--- src/rtl/cclt_pkg.sv ---
// Shared types and constants for the calendar content line tokenizer.
package cclt_pkg;

  typedef enum logic [3:0] {
    M_NORMAL   = 4'd0,
    M_CR       = 4'd1,
    M_LF       = 4'd2,
    M_ESC      = 4'd3,
    M_ESC_CR   = 4'd4,
    M_ESC_LF   = 4'd5,
    M_ESC_FOLD = 4'd6,
    M_HALT     = 4'd7
  } mode_t;

  typedef enum logic [1:0] {
    P_KEY   = 2'd0,
    P_PNAME = 2'd1,
    P_PVAL  = 2'd2,
    P_VALUE = 2'd3
  } part_t;

  localparam logic [2:0] EV_NONE  = 3'd0;
  localparam logic [2:0] EV_KEY   = 3'd1;
  localparam logic [2:0] EV_PNAME = 3'd2;
  localparam logic [2:0] EV_PVAL  = 3'd3;
  localparam logic [2:0] EV_LINE  = 3'd4;

  localparam logic [1:0] KIND_ORD   = 2'd0;
  localparam logic [1:0] KIND_BEGIN = 2'd1;
  localparam logic [1:0] KIND_END   = 2'd2;

  localparam logic [1:0] ERR_NONE  = 2'd0;
  localparam logic [1:0] ERR_CR    = 2'd1;
  localparam logic [1:0] ERR_ESC   = 2'd2;
  localparam logic [1:0] ERR_FATAL = 2'd3;

  // key prefix tracker codes
  localparam logic [3:0] KM_EMPTY = 4'd0;
  localparam logic [3:0] KM_B     = 4'd1;
  localparam logic [3:0] KM_BE    = 4'd2;
  localparam logic [3:0] KM_BEG   = 4'd3;
  localparam logic [3:0] KM_BEGI  = 4'd4;
  localparam logic [3:0] KM_BEGIN = 4'd5;
  localparam logic [3:0] KM_E     = 4'd6;
  localparam logic [3:0] KM_EN    = 4'd7;
  localparam logic [3:0] KM_END   = 4'd8;
  localparam logic [3:0] KM_MISS  = 4'd9;

  localparam logic [7:0] CH_TAB   = 8'h09;
  localparam logic [7:0] CH_LF    = 8'h0A;
  localparam logic [7:0] CH_CR    = 8'h0D;
  localparam logic [7:0] CH_SPACE = 8'h20;
  localparam logic [7:0] CH_COMMA = 8'h2C;
  localparam logic [7:0] CH_COLON = 8'h3A;
  localparam logic [7:0] CH_SEMI  = 8'h3B;
  localparam logic [7:0] CH_EQ    = 8'h3D;
  localparam logic [7:0] CH_BSL   = 8'h5C;
  localparam logic [7:0] CH_UB    = 8'h42;
  localparam logic [7:0] CH_UD    = 8'h44;
  localparam logic [7:0] CH_UE    = 8'h45;
  localparam logic [7:0] CH_UG    = 8'h47;
  localparam logic [7:0] CH_UI    = 8'h49;
  localparam logic [7:0] CH_UN    = 8'h4E;
  localparam logic [7:0] CH_LN    = 8'h6E;

  typedef struct packed {
    logic [7:0] out_char;
    logic       char_valid;
    logic [1:0] role;
    logic [2:0] event_res;
    logic [1:0] next_part;
    logic [1:0] line_kind;
    logic [1:0] error_code;
    logic       last;
  } res_t;

  // results caused by one transaction: count 0..2, in order r0 then r1
  typedef struct packed {
    logic [1:0] cnt;
    res_t       r0;
    res_t       r1;
  } step_res_t;

endpackage

--- src/rtl/cclt_in_if.sv ---
// Input byte channel interface.
interface cclt_in_if;
  logic       valid;
  logic       ready;
  logic [7:0] data_byte;
  logic       end_of_stream;

  modport source (output valid, output data_byte, output end_of_stream, input ready);
  modport sink   (input valid, input data_byte, input end_of_stream, output ready);
endinterface

--- src/rtl/cclt_out_if.sv ---
// Result channel interface.
interface cclt_out_if;
  logic       valid;
  logic       ready;
  logic [7:0] out_char;
  logic       char_valid;
  logic [1:0] role;
  logic [2:0] event_res;
  logic [1:0] next_part;
  logic [1:0] line_kind;
  logic [1:0] error_code;
  logic       last;

  modport source (output valid, output out_char, output char_valid, output role,
                  output event_res, output next_part, output line_kind,
                  output error_code, output last, input ready);
  modport sink   (input valid, input out_char, input char_valid, input role,
                  input event_res, input next_part, input line_kind,
                  input error_code, input last, output ready);
endinterface

--- src/rtl/cclt_lexer.sv ---
// Lexer state registers and the per-byte step logic producing up to two results.
module cclt_lexer (
  input  logic                clk,
  input  logic                rst_n,
  input  logic                take,
  input  logic [7:0]          data_byte,
  input  logic                end_of_stream,
  output cclt_pkg::step_res_t step
);

  typedef struct packed {
    cclt_pkg::mode_t mode;
    cclt_pkg::part_t part;
    logic [3:0]      km;
    logic [1:0]      lkc;
    logic [1:0]      n;
    cclt_pkg::res_t  r0;
    cclt_pkg::res_t  r1;
  } lx_t;

  cclt_pkg::mode_t mode_r, mode_nxt;
  cclt_pkg::part_t part_r, part_nxt;
  logic [3:0]      km_r, km_nxt;
  logic [1:0]      lkc_r, lkc_nxt;

  function automatic logic [3:0] match_step(logic [3:0] m, logic [7:0] c);
    logic [3:0] r;
    r = cclt_pkg::KM_MISS;
    unique case (m)
      cclt_pkg::KM_EMPTY: r = (c == cclt_pkg::CH_UB) ? cclt_pkg::KM_B :
                              ((c == cclt_pkg::CH_UE) ? cclt_pkg::KM_E : cclt_pkg::KM_MISS);
      cclt_pkg::KM_B:    if (c == cclt_pkg::CH_UE) r = cclt_pkg::KM_BE;
      cclt_pkg::KM_BE:   if (c == cclt_pkg::CH_UG) r = cclt_pkg::KM_BEG;
      cclt_pkg::KM_BEG:  if (c == cclt_pkg::CH_UI) r = cclt_pkg::KM_BEGI;
      cclt_pkg::KM_BEGI: if (c == cclt_pkg::CH_UN) r = cclt_pkg::KM_BEGIN;
      cclt_pkg::KM_E:    if (c == cclt_pkg::CH_UN) r = cclt_pkg::KM_EN;
      cclt_pkg::KM_EN:   if (c == cclt_pkg::CH_UD) r = cclt_pkg::KM_END;
      default:           r = cclt_pkg::KM_MISS;
    endcase
    return r;
  endfunction

  function automatic cclt_pkg::res_t mk_res(logic [7:0] ch, logic vld, logic [1:0] role,
                                            logic [2:0] ev, logic [1:0] nxt,
                                            logic [1:0] kind, logic [1:0] err);
    cclt_pkg::res_t r;
    r.out_char   = ch;
    r.char_valid = vld;
    r.role       = role;
    r.event_res  = ev;
    r.next_part  = nxt;
    r.line_kind  = kind;
    r.error_code = err;
    r.last       = 1'b0;
    return r;
  endfunction

  function automatic lx_t put_res(lx_t s, cclt_pkg::res_t r);
    lx_t o;
    o = s;
    if (s.n == 2'd0) o.r0 = r;
    else             o.r1 = r;
    o.n = s.n + 2'd1;
    return o;
  endfunction

  function automatic lx_t emit_char(lx_t s, logic [7:0] c, logic [1:0] err);
    lx_t o;
    o = s;
    if (s.part == cclt_pkg::P_KEY) o.km = match_step(s.km, c);
    o = put_res(o, mk_res(c, 1'b1, s.part, cclt_pkg::EV_NONE, s.part,
                          cclt_pkg::KIND_ORD, err));
    return o;
  endfunction

  function automatic lx_t line_end(lx_t s);
    lx_t o;
    o = put_res(s, mk_res(8'd0, 1'b0, s.part, cclt_pkg::EV_LINE, cclt_pkg::P_KEY,
                          s.lkc, cclt_pkg::ERR_NONE));
    o.part = cclt_pkg::P_KEY;
    o.km   = cclt_pkg::KM_EMPTY;
    return o;
  endfunction

  function automatic lx_t status_res(lx_t s, logic [1:0] err);
    return put_res(s, mk_res(8'd0, 1'b0, s.part, cclt_pkg::EV_NONE, s.part,
                             cclt_pkg::KIND_ORD, err));
  endfunction

  function automatic lx_t fatal(lx_t s);
    lx_t o;
    o = status_res(s, cclt_pkg::ERR_FATAL);
    o.mode = cclt_pkg::M_HALT;
    return o;
  endfunction

  function automatic lx_t normal_byte(lx_t s, logic [7:0] c);
    lx_t             o;
    cclt_pkg::part_t nxt;
    logic [2:0]      ev;
    o   = s;
    nxt = (c == cclt_pkg::CH_COLON) ? cclt_pkg::P_VALUE : cclt_pkg::P_PNAME;
    ev  = (s.part == cclt_pkg::P_KEY) ? cclt_pkg::EV_KEY : cclt_pkg::EV_PVAL;
    if (c == cclt_pkg::CH_CR) begin
      o.mode = cclt_pkg::M_CR;
    end else if (c == cclt_pkg::CH_LF) begin
      o.mode = cclt_pkg::M_LF;
    end else if (c == cclt_pkg::CH_BSL) begin
      o.mode = cclt_pkg::M_ESC;
    end else if (s.part == cclt_pkg::P_PNAME && c == cclt_pkg::CH_EQ) begin
      o = put_res(o, mk_res(8'd0, 1'b0, cclt_pkg::P_PNAME, cclt_pkg::EV_PNAME,
                            cclt_pkg::P_PVAL, cclt_pkg::KIND_ORD, cclt_pkg::ERR_NONE));
      o.part = cclt_pkg::P_PVAL;
    end else if ((s.part == cclt_pkg::P_KEY || s.part == cclt_pkg::P_PVAL) &&
                 (c == cclt_pkg::CH_COLON || c == cclt_pkg::CH_SEMI)) begin
      if (s.part == cclt_pkg::P_KEY) begin
        o.lkc = (s.km == cclt_pkg::KM_BEGIN) ? cclt_pkg::KIND_BEGIN :
                ((s.km == cclt_pkg::KM_END) ? cclt_pkg::KIND_END : cclt_pkg::KIND_ORD);
        o.km  = cclt_pkg::KM_EMPTY;
      end
      o = put_res(o, mk_res(8'd0, 1'b0, s.part, ev, nxt, cclt_pkg::KIND_ORD,
                            cclt_pkg::ERR_NONE));
      o.part = nxt;
    end else begin
      o = emit_char(o, c, cclt_pkg::ERR_NONE);
    end
    return o;
  endfunction

  function automatic lx_t escaped_byte(lx_t s, logic [7:0] c);
    lx_t o;
    o      = s;
    o.mode = cclt_pkg::M_NORMAL;
    if (c == cclt_pkg::CH_LN || c == cclt_pkg::CH_UN)
      o = emit_char(o, cclt_pkg::CH_LF, cclt_pkg::ERR_NONE);
    else if (c == cclt_pkg::CH_SEMI || c == cclt_pkg::CH_COMMA || c == cclt_pkg::CH_BSL)
      o = emit_char(o, c, cclt_pkg::ERR_NONE);
    else
      o = emit_char(o, c, cclt_pkg::ERR_ESC);
    return o;
  endfunction

  lx_t s;

  always_comb begin
    s.mode = mode_r;
    s.part = part_r;
    s.km   = km_r;
    s.lkc  = lkc_r;
    s.n    = 2'd0;
    s.r0   = '0;
    s.r1   = '0;
    if (mode_r == cclt_pkg::M_HALT) begin
      // halted: swallow everything until reset
    end else if (end_of_stream) begin
      case (mode_r)
        cclt_pkg::M_LF:                         s = line_end(s);
        cclt_pkg::M_CR:                         s = status_res(s, cclt_pkg::ERR_CR);
        cclt_pkg::M_ESC, cclt_pkg::M_ESC_FOLD:  s = status_res(s, cclt_pkg::ERR_ESC);
        cclt_pkg::M_ESC_CR, cclt_pkg::M_ESC_LF: s = fatal(s);
        default: ;
      endcase
      if (s.mode != cclt_pkg::M_HALT) begin
        s.mode = cclt_pkg::M_NORMAL;
        s.part = cclt_pkg::P_KEY;
        s.km   = cclt_pkg::KM_EMPTY;
      end
    end else begin
      unique case (mode_r)
        cclt_pkg::M_CR: begin
          if (data_byte == cclt_pkg::CH_LF) begin
            s.mode = cclt_pkg::M_LF;
          end else begin
            s      = status_res(s, cclt_pkg::ERR_CR);
            s.mode = cclt_pkg::M_NORMAL;
            s      = normal_byte(s, data_byte);
          end
        end
        cclt_pkg::M_LF: begin
          s.mode = cclt_pkg::M_NORMAL;
          if (data_byte != cclt_pkg::CH_SPACE && data_byte != cclt_pkg::CH_TAB) begin
            s = line_end(s);
            s = normal_byte(s, data_byte);
          end
        end
        cclt_pkg::M_ESC: begin
          if (data_byte == cclt_pkg::CH_CR)      s.mode = cclt_pkg::M_ESC_CR;
          else if (data_byte == cclt_pkg::CH_LF) s.mode = cclt_pkg::M_ESC_LF;
          else                                   s = escaped_byte(s, data_byte);
        end
        cclt_pkg::M_ESC_CR: begin
          if (data_byte == cclt_pkg::CH_LF) s.mode = cclt_pkg::M_ESC_LF;
          else                              s = fatal(s);
        end
        cclt_pkg::M_ESC_LF: begin
          if (data_byte == cclt_pkg::CH_SPACE || data_byte == cclt_pkg::CH_TAB)
            s.mode = cclt_pkg::M_ESC_FOLD;
          else
            s = fatal(s);
        end
        cclt_pkg::M_ESC_FOLD: s = escaped_byte(s, data_byte);
        default: begin
          s.mode = cclt_pkg::M_NORMAL;
          s      = normal_byte(s, data_byte);
        end
      endcase
    end
    if (s.n == 2'd1) s.r0.last = 1'b1;
    if (s.n == 2'd2) s.r1.last = 1'b1;
  end

  assign step.cnt = s.n;
  assign step.r0  = s.r0;
  assign step.r1  = s.r1;

  always_comb begin
    mode_nxt = mode_r;
    part_nxt = part_r;
    km_nxt   = km_r;
    lkc_nxt  = lkc_r;
    if (take) begin
      mode_nxt = s.mode;
      part_nxt = s.part;
      km_nxt   = s.km;
      lkc_nxt  = s.lkc;
    end
  end

  always_ff @(posedge clk) begin
    if (!rst_n) begin
      mode_r <= cclt_pkg::M_NORMAL;
      part_r <= cclt_pkg::P_KEY;
      km_r   <= cclt_pkg::KM_EMPTY;
      lkc_r  <= cclt_pkg::KIND_ORD;
    end else begin
      mode_r <= mode_nxt;
      part_r <= part_nxt;
      km_r   <= km_nxt;
      lkc_r  <= lkc_nxt;
    end
  end

endmodule

--- src/rtl/cclt_outbuf.sv ---
// Two-entry result register that drains the results of one transaction in order.
module cclt_outbuf (
  input  logic                clk,
  input  logic                rst_n,
  input  logic                push,
  input  cclt_pkg::step_res_t step,
  output logic                can_push,
  cclt_out_if.source          out_chan
);

  cclt_pkg::res_t slot_a_r, slot_a_nxt;
  cclt_pkg::res_t slot_b_r, slot_b_nxt;
  logic [1:0]     cnt_r, cnt_nxt;
  logic           pop;

  assign pop      = (cnt_r != 2'd0) && out_chan.ready;
  // a new transaction may land once empty or its only result leaves this cycle
  assign can_push = (cnt_r == 2'd0) || (cnt_r == 2'd1 && out_chan.ready);

  always_comb begin
    slot_a_nxt = slot_a_r;
    slot_b_nxt = slot_b_r;
    cnt_nxt    = cnt_r;
    if (push) begin
      slot_a_nxt = step.r0;
      slot_b_nxt = step.r1;
      cnt_nxt    = step.cnt;
    end else if (pop) begin
      slot_a_nxt = slot_b_r;
      cnt_nxt    = cnt_r - 2'd1;
    end
  end

  always_ff @(posedge clk) begin
    if (!rst_n) begin
      cnt_r <= 2'd0;
    end else begin
      cnt_r <= cnt_nxt;
    end
  end

  always_ff @(posedge clk) begin
    slot_a_r <= slot_a_nxt;
    slot_b_r <= slot_b_nxt;
  end

  assign out_chan.valid      = (cnt_r != 2'd0);
  assign out_chan.out_char   = slot_a_r.out_char;
  assign out_chan.char_valid = slot_a_r.char_valid;
  assign out_chan.role       = slot_a_r.role;
  assign out_chan.event_res  = slot_a_r.event_res;
  assign out_chan.next_part  = slot_a_r.next_part;
  assign out_chan.line_kind  = slot_a_r.line_kind;
  assign out_chan.error_code = slot_a_r.error_code;
  assign out_chan.last       = slot_a_r.last;

endmodule

--- src/rtl/calendar_content_line_tokenizer.sv ---
// Top level of the calendar content line tokenizer.
//
// in_chan carries one raw byte (data_byte) per transaction, or an end_of_stream
// marker that flushes a pending line break or escape. out_chan carries the
// classified results: token characters with their line part, boundary events
// (key, param name, param value, line end), line kind at line end and error
// codes. One input transaction yields zero, one or two results; the final one
// of each transaction has last set.
// Results of a byte are registered and appear on out_chan in the cycle after it
// is taken. Throughput: one byte per cycle while each byte yields at most one
// result and the receiver keeps ready high; a byte with two results holds
// in_chan.ready low while the second result drains from the two-entry
// result register.
// When out_chan stalls, results are held and in_chan.ready drops as soon as
// no room is left; nothing is lost. A fatal escape halts the tokenizer: later
// bytes are taken but produce no result until reset.
// Reset (rst_n low, synchronous) returns the lexer to the key part, normal
// mode and empty result register; no clearing pass is needed.
module calendar_content_line_tokenizer (
  input  logic       clk,
  input  logic       rst_n,
  cclt_in_if.sink    in_chan,
  cclt_out_if.source out_chan
);

  cclt_pkg::step_res_t step;
  logic                can_push;
  logic                in_fire;

  assign in_chan.ready = can_push;
  assign in_fire       = in_chan.valid && can_push;

  cclt_lexer u_lexer (
    .clk           (clk),
    .rst_n         (rst_n),
    .take          (in_fire),
    .data_byte     (in_chan.data_byte),
    .end_of_stream (in_chan.end_of_stream),
    .step          (step)
  );

  cclt_outbuf u_outbuf (
    .clk      (clk),
    .rst_n    (rst_n),
    .push     (in_fire),
    .step     (step),
    .can_push (can_push),
    .out_chan (out_chan)
  );

  // a result without last always has a follower queued behind it
  a_last_follows: assert property (@(posedge clk) disable iff (!rst_n)
    out_chan.valid && out_chan.ready && !out_chan.last |=> out_chan.valid)
    else $error("result without last not followed by another result");

  // a transaction with two results blocks the input for the next cycle
  a_pair_blocks: assert property (@(posedge clk) disable iff (!rst_n)
    in_fire && step.cnt == 2'd2 |=> out_chan.valid && !in_chan.ready)
    else $error("input taken while a result pair is still queued");

  // token characters never carry a boundary event
  a_char_no_event: assert property (@(posedge clk) disable iff (!rst_n)
    out_chan.valid && out_chan.char_valid |-> out_chan.event_res == cclt_pkg::EV_NONE)
    else $error("token character carries a boundary event");

endmodule
--- src/flat_wrapper.sv ---
// flat-port wrapper written by rule: the top's interface ports become plain ports
module calendar_content_line_tokenizer_flat 
  (clk, rst_n, in_chan_valid, in_chan_data_byte, in_chan_end_of_stream, in_chan_ready, out_chan_valid, out_chan_out_char, out_chan_char_valid, out_chan_role, out_chan_event_res, out_chan_next_part, out_chan_line_kind, out_chan_error_code, out_chan_last, out_chan_ready);
  cclt_in_if in_chan_i ();
  cclt_out_if out_chan_i ();
  input  logic clk;
  input  logic rst_n;
  input wire logic [$bits(in_chan_i.valid)-1:0] in_chan_valid;
  input wire logic [$bits(in_chan_i.data_byte)-1:0] in_chan_data_byte;
  input wire logic [$bits(in_chan_i.end_of_stream)-1:0] in_chan_end_of_stream;
  output wire logic [$bits(in_chan_i.ready)-1:0] in_chan_ready;
  output wire logic [$bits(out_chan_i.valid)-1:0] out_chan_valid;
  output wire logic [$bits(out_chan_i.out_char)-1:0] out_chan_out_char;
  output wire logic [$bits(out_chan_i.char_valid)-1:0] out_chan_char_valid;
  output wire logic [$bits(out_chan_i.role)-1:0] out_chan_role;
  output wire logic [$bits(out_chan_i.event_res)-1:0] out_chan_event_res;
  output wire logic [$bits(out_chan_i.next_part)-1:0] out_chan_next_part;
  output wire logic [$bits(out_chan_i.line_kind)-1:0] out_chan_line_kind;
  output wire logic [$bits(out_chan_i.error_code)-1:0] out_chan_error_code;
  output wire logic [$bits(out_chan_i.last)-1:0] out_chan_last;
  input wire logic [$bits(out_chan_i.ready)-1:0] out_chan_ready;
  assign in_chan_i.valid = in_chan_valid;
  assign in_chan_i.data_byte = in_chan_data_byte;
  assign in_chan_i.end_of_stream = in_chan_end_of_stream;
  assign in_chan_ready = in_chan_i.ready;
  assign out_chan_valid = out_chan_i.valid;
  assign out_chan_out_char = out_chan_i.out_char;
  assign out_chan_char_valid = out_chan_i.char_valid;
  assign out_chan_role = out_chan_i.role;
  assign out_chan_event_res = out_chan_i.event_res;
  assign out_chan_next_part = out_chan_i.next_part;
  assign out_chan_line_kind = out_chan_i.line_kind;
  assign out_chan_error_code = out_chan_i.error_code;
  assign out_chan_last = out_chan_i.last;
  assign out_chan_i.ready = out_chan_ready;
  calendar_content_line_tokenizer u_core (.clk(clk), .rst_n(rst_n), .in_chan(in_chan_i), .out_chan(out_chan_i));
endmodule
--- config.mk ---
export PLATFORM = sky130hd
export DESIGN_NAME = calendar_content_line_tokenizer_flat
export DESIGN_NICKNAME = d
export VERILOG_FILES = /design/src/rtl/cclt_pkg.sv /design/src/rtl/cclt_in_if.sv /design/src/rtl/cclt_out_if.sv /design/src/rtl/cclt_lexer.sv /design/src/rtl/cclt_outbuf.sv /design/src/rtl/calendar_content_line_tokenizer.sv /design/src/flat_wrapper.sv
export SDC_FILE = /design/constraint.sdc
export NUM_CORES = 1
export LEC_CHECK = 0
export ABC_AREA = 1
export BUFFER_PORTS_ARGS = -buffer_cell sky130_fd_sc_hd__buf_2
export CAP_MARGIN = 15
export CORE_ASPECT_RATIO = 1.5
export CORE_MARGIN = 2
export CORE_UTILIZATION = 45
export CTS_CLUSTER_SIZE = 16
export DETAILED_ROUTE_END_ITERATION = 10
export SYNTH_ARGS = -nofsm -noshare
export SYNTH_HDL_FRONTEND = slang
export SYNTH_HIERARCHICAL = 1
export SYNTH_SLANG_ARGS = --single-unit
--- constraint.sdc ---
create_clock -name clk -period 3 [get_ports clk]
set_clock_uncertainty 0.1 [all_clocks]
set_input_delay 0.6 -clock clk [delete_from_list [all_inputs] [get_ports clk]]
set_output_delay 0.6 -clock clk [all_outputs]
set_load 0.1 [all_outputs]
# == Word-level counts from Yosys, hierarchy flattened ==
# Cells that the tools add are included.
# totals
reg_bits,56
latch_bits,0
mem_bits_rw,0
rom_bits,0
inputBits,13
wordCells,177
n_memories,0
# classes
addsub,1
multipliers,0
div_mod_pow,0
n_lt_le_gt_ge,0
n_eq_ne,66
shifts,0
n_mux,62
bitwise_logic,1
reduce_logical,26
# op_table
operator,count
$mux 52,16
$pmux 56 s6,1
$mux 56,4
$pmux 56 s4,1
$mux 43,2
$eq 8x7->1 const B,8
$mux 4,14
$mux 50,1
$mux 44,1
$mux 21,2
$eq 8x6->1 const B,5
$reduce_and 19->1,2
$ne 3x3->1 const B,12
$eq 4x3->1 const B,8
$pmux 4 s7,1
$mux 2,13
$eq 8x4->1 const B,3
$mux 24,1
$reduce_and 22->1,1
$eq 4x2->1 const B,4
$ne 4x4->1 const B,4
$ne 4x2->1 const B,3
$mux 10,1
$ne 5x2->1 const B,2
other kinds (24),46

# == Depth between registers and ports, before layout ==
# logic_depth
word_depth,16
ltp_mapped,16
mapped_depth_nobuf,16

# == Hierarchy ==
# The synthesis kept the hierarchy.
# modules_own_cells
module,n_inst,cells_each,area_each_um2,seq_area_each_um2
cclt_lexer,1,465,2359.8,240.2
cclt_outbuf,1,136,1709.1,1301.2
calendar_content_line_tokenizer,1,2,7.5,0.0

# == Worst setup path after synthesis ==
# Ideal clock, no wire load.
# synth_path
path_kind,reg-to-reg
from,register u_core.u_outbuf.cnt_r[0]
to,"register u_core.u_outbuf.slot_a_r, in the netlist u_core/u_outbuf/out_chan.char_valid, enable pin"
setup_time_ns,0.342
t_arrival_ns,3.248
required_ns,2.558
path_slack_ns,-0.690
stages_incl_launch_ff,10
path_buffers,1
period_less_slack_ns,3.690
path_cell_list,dfxtp_1 inv_1 ha_1 inv_1 nand2_1 nand2_1 inv_1 buf_6 a21oi_2 inv_1
# synth_between
elab_cells_between_ends,8
# synth_rtl
item,line,text
start: declaration,cclt_outbuf.sv:13,"logic [1:0] cnt_r, cnt_nxt;"
start signal: assignment,cclt_outbuf.sv:38,cnt_r <= cnt_nxt;
$reduce_bool 2->1,--,
named net out_chan_valid,flat_wrapper.sv:12,output wire logic [$bits(out_chan_i.valid)-1:0] out_chan_valid;
$logic_and 1x1->1,cclt_outbuf.sv:16,assign pop = (cnt_r != 2'd0) && out_chan.ready;
$reduce_bool 2->1 (no source line),--,
end signal: assignment,cclt_outbuf.sv:43,slot_a_r <= slot_a_nxt;
end: declaration,cclt_outbuf.sv:11,"cclt_pkg::res_t slot_a_r, slot_a_nxt;"
# The timed path passes the listed nets, and every way through them passes these cells.
# A chain may end at the register's enable or synchronous reset.

==> summary.txt <==
Worst Hold Depth: 2
Finish-stage setup viols: 0
Power Density: 1073 nW/um2
Pre-antenna DRT Iters: 5
FFs w/ async S/R, synth: 0%
Sw Ratio: 57.49%
All-Layer GR Usage: 27.71%
global route overflow: 0
CTS tree: yes
P_sw: 2.793 mW
wire length of the first global-routing pass: 20380 um
combinational share of power: 60.7%
fin nets: 658
Seq/Total Area, Yosys: 37.81%
R2R Setup Slk: 0.57 ns
antenna violations before repair: 0
site row count: 42
Clock Sinks: 56
status: complete, no violations
Seq pwr share: 27.1%
internal power: 2.065 mW
post-synthesis cell count: 603
critical path class: primary input to register
width of the die: 81.71 um
initial core utilization: 46.17%
count of different cell masters after synthesis: 41
DR DRC count: 0
RePlAce Congestion: 1.031
total inserted antenna cells: 0
Main synth FF type: edfxtp_1
Hold Path End: u_core/u_lexer/mode_r[3]$_SDFFE_PN0P_
die area: 9851 um2
Post-CTS Resized: 0
I/O Buffers: 35
hold path startpoint: u_core/u_lexer/mode_r[3]$_SDFFE_PN0P_
Worst-path clk slew: 0.07 ns
final period utilization: 84.28%
Routed Antenna Nets: 0
htree depth: 2
number of enable flip-flop cells after synthesis: 42
maximum vdd drop: 749.5 uV
# hold bufs at CTS: 0
top post-synthesis cells by count: nand2_1, nor2_1, inv_1
max-slew violations: 0
pre-CTS setup slack: 0.2069 ns
clk_lat worst skew: 0.30 ns
worst-path fanout max: 6
Req. time, crit path: 2.96 ns
top post-synthesis cells by area: edfxtp_1, nand2_1, nor2_1
chip height: 120.6 um
largest net degree at the start of global routing: 46
fraction of layout cells with a size suffix above 1: 17.55%
Synth area leader: edfxtp_1
P&R area growth vs syn: 11.11%
postcts setup bufs: 0
Static Leak: 2.117 nW
Clock Tree Root: clkbuf_16
most frequent cell after synthesis: nand2_1
fill count: 888
RSZ-0062 raised after global routing: no
f_max: 0.3955 GHz
IO Pins: 36
Critical Path Start Type: primary input
worst hold slack: 0.3860 ns
worst slew margin relative to its limit: 63.94%
Iter 0 DRT Violations: 259
setup_tns: 0 ns
Clock Tree Buf Depth: 2
Worst R2R Start: u_core/u_outbuf/cnt_r[0]$_SDFFE_PN0P_
CP arrival: 2.49 ns
Mean Syn Cell Area: 6.760 um2
final wirelength: 13040 um
Setup WS post-layout: 0.4715 ns
Setup crit end kind: register
Worst Hold Class: register to register
minimum clock period: 2.529 ns
Hold Fails Final Rpt: 0
Tightest Pin Transition: 0.5368 ns
register bit total from synthesis: 56
number of max-cap violations: 0
CTS Buf Count: 5
Synth warnings: 6
vias: 4112
core area: 8828 um2
DP HPWL: 10400 um
vias per cell: 5.454
share of Yosys cell area claimed by the top area cell type: 30.94%
WL/cell: 17.30 um
FF-to-FF path depth: 8
number of global-route vias before repair: 3974
mapped cell area: 4076 um2
Worst R2R End: u_core/u_outbuf/out_chan.role[1]$_DFFE_PP_
clock power share: 12.2%
## how the worst max path moves through the flow
stage,start,end,slack (ns)
after floorplan,u_core/u_outbuf/cnt_r[0]$_SDFFE_PN0P_,u_core/u_lexer/part_r[0]$_SDFFE_PN0P_,-0.001
after global placement,in_chan_data_byte[1],u_core/u_outbuf/out_chan.role[0]$_DFFE_PP_,0.20
after detailed placement,in_chan_data_byte[1],u_core/u_outbuf/out_chan.role[0]$_DFFE_PP_,0.21
after CTS,in_chan_data_byte[1],u_core/u_outbuf/out_chan.role[0]$_DFFE_PP_,0.51
after global routing,in_chan_data_byte[1],u_core/u_outbuf/out_chan.role[0]$_DFFE_PP_,0.24
final,in_chan_data_byte[1],u_core/u_outbuf/out_chan.role[0]$_DFFE_PP_,0.47
## cell usage in the layout (no fill, tap or decap), drive strengths merged, types with 5 or more instances in the layout
| master | n |
|---|---|
| nand2 | 208 |
| nor2 | 106 |
| inv | 73 |
| buf | 43 |
| edfxtp | 42 |
| nand3 | 37 |
| o21ai | 29 |
| a21oi | 24 |
| nor3 | 21 |
| dfxtp | 14 |
| clkbuf | 6 |
| o211ai | 5 |
| conb | 5 |
| nand4 | 5 |
## power groups by stage
stage	Clock (mW)	Sequential, mW	Combinational (mW)
final	0.591	1.32	2.95
after global routing	0.621	1.35	3.15
after CTS	0.602	1.32	2.95
after detailed placement	0	1.34	2.94
after global placement	0	1.32	2.92
after floorplan	0	2.39	1.36
## per-stage QoR
stage	total power [mW]	utilization, %	area [um2]	std cells
floorplan	3.747	-	4119	607
global placement	4.247	49.66	4384	746
detailed placement	4.279	49.66	4384	746
CTS	4.871	51.30	4529	754
global route	5.120	51.30	4529	754
finish	4.859	51.30	4529	754
## logic make-up (layout without fill, tap and decap cells)
| kind of cell | count (synthesis) | after routing | share of synthesized area, % |
|---|---|---|---|
| other cells | 1 | 5 | 0.09199 |
| fa+ha+maj | 2 | 2 | 0.6138 |
| buf+inv | 91 | 128 | 9.791 |
| simple gates | 379 | 379 | 41.04 |
| compound gates | 74 | 74 | 10.65 |
| flops | 56 | 56 | 37.81 |
## worst max-delay path, stage by stage
cell      delay [ns]
buf_2           0.13
inv_2           0.13
nand2_1         0.10
nor2_1          0.19
nand2_1         0.15
nand2_1         0.11
nand2_1         0.06
nand2_2         0.15
inv_2           0.09
o21ai_0         0.32
nand2_1         0.10
o211ai_1        0.17
inv_1           0.06
nand2_1         0.06
nand2_1         0.05
## final cells by class
cell class | instances | area [um2] | area share (%)
multi-input combinational | 460 | 2167 | 47.85
sequential | 56 | 1541 | 34.03
inverter | 77 | 302.8 | 6.685
timing repair buffer | 43 | 235.2 | 5.193
tap | 110 | 137.6 | 3.039
clock inverter | 2 | 16.27 | 0.3591
clock buffer | 6 | 128.9 | 2.845
## per-layer routing
metal	GRT usage, %	vias to the layer above	wire, um
li1	-	2021	-
met1	31.30	1913	5003
met2	49.90	133	6769
met3	3.358	45	587
met4	13.65	0	684
met5	0	-	0
## flip-flops by register name, indices dropped and copies added, names as in the netlist, 2 cells and up
name	flops
u_core/u_outbuf/slot_b_r	21
u_core/u_outbuf/out_chan.out_char	8
u_core/u_lexer/km_r	4
u_core/u_lexer/mode_r	4
u_core/u_outbuf/out_chan.event_res	3
u_core/u_lexer/lkc_r	2
u_core/u_lexer/part_r	2
u_core/u_outbuf/cnt_r	2
u_core/u_outbuf/out_chan.error_code	2
u_core/u_outbuf/out_chan.line_kind	2
u_core/u_outbuf/out_chan.next_part	2
u_core/u_outbuf/out_chan.role	2
No activity file was read; power rests on OpenSTA's default activity.
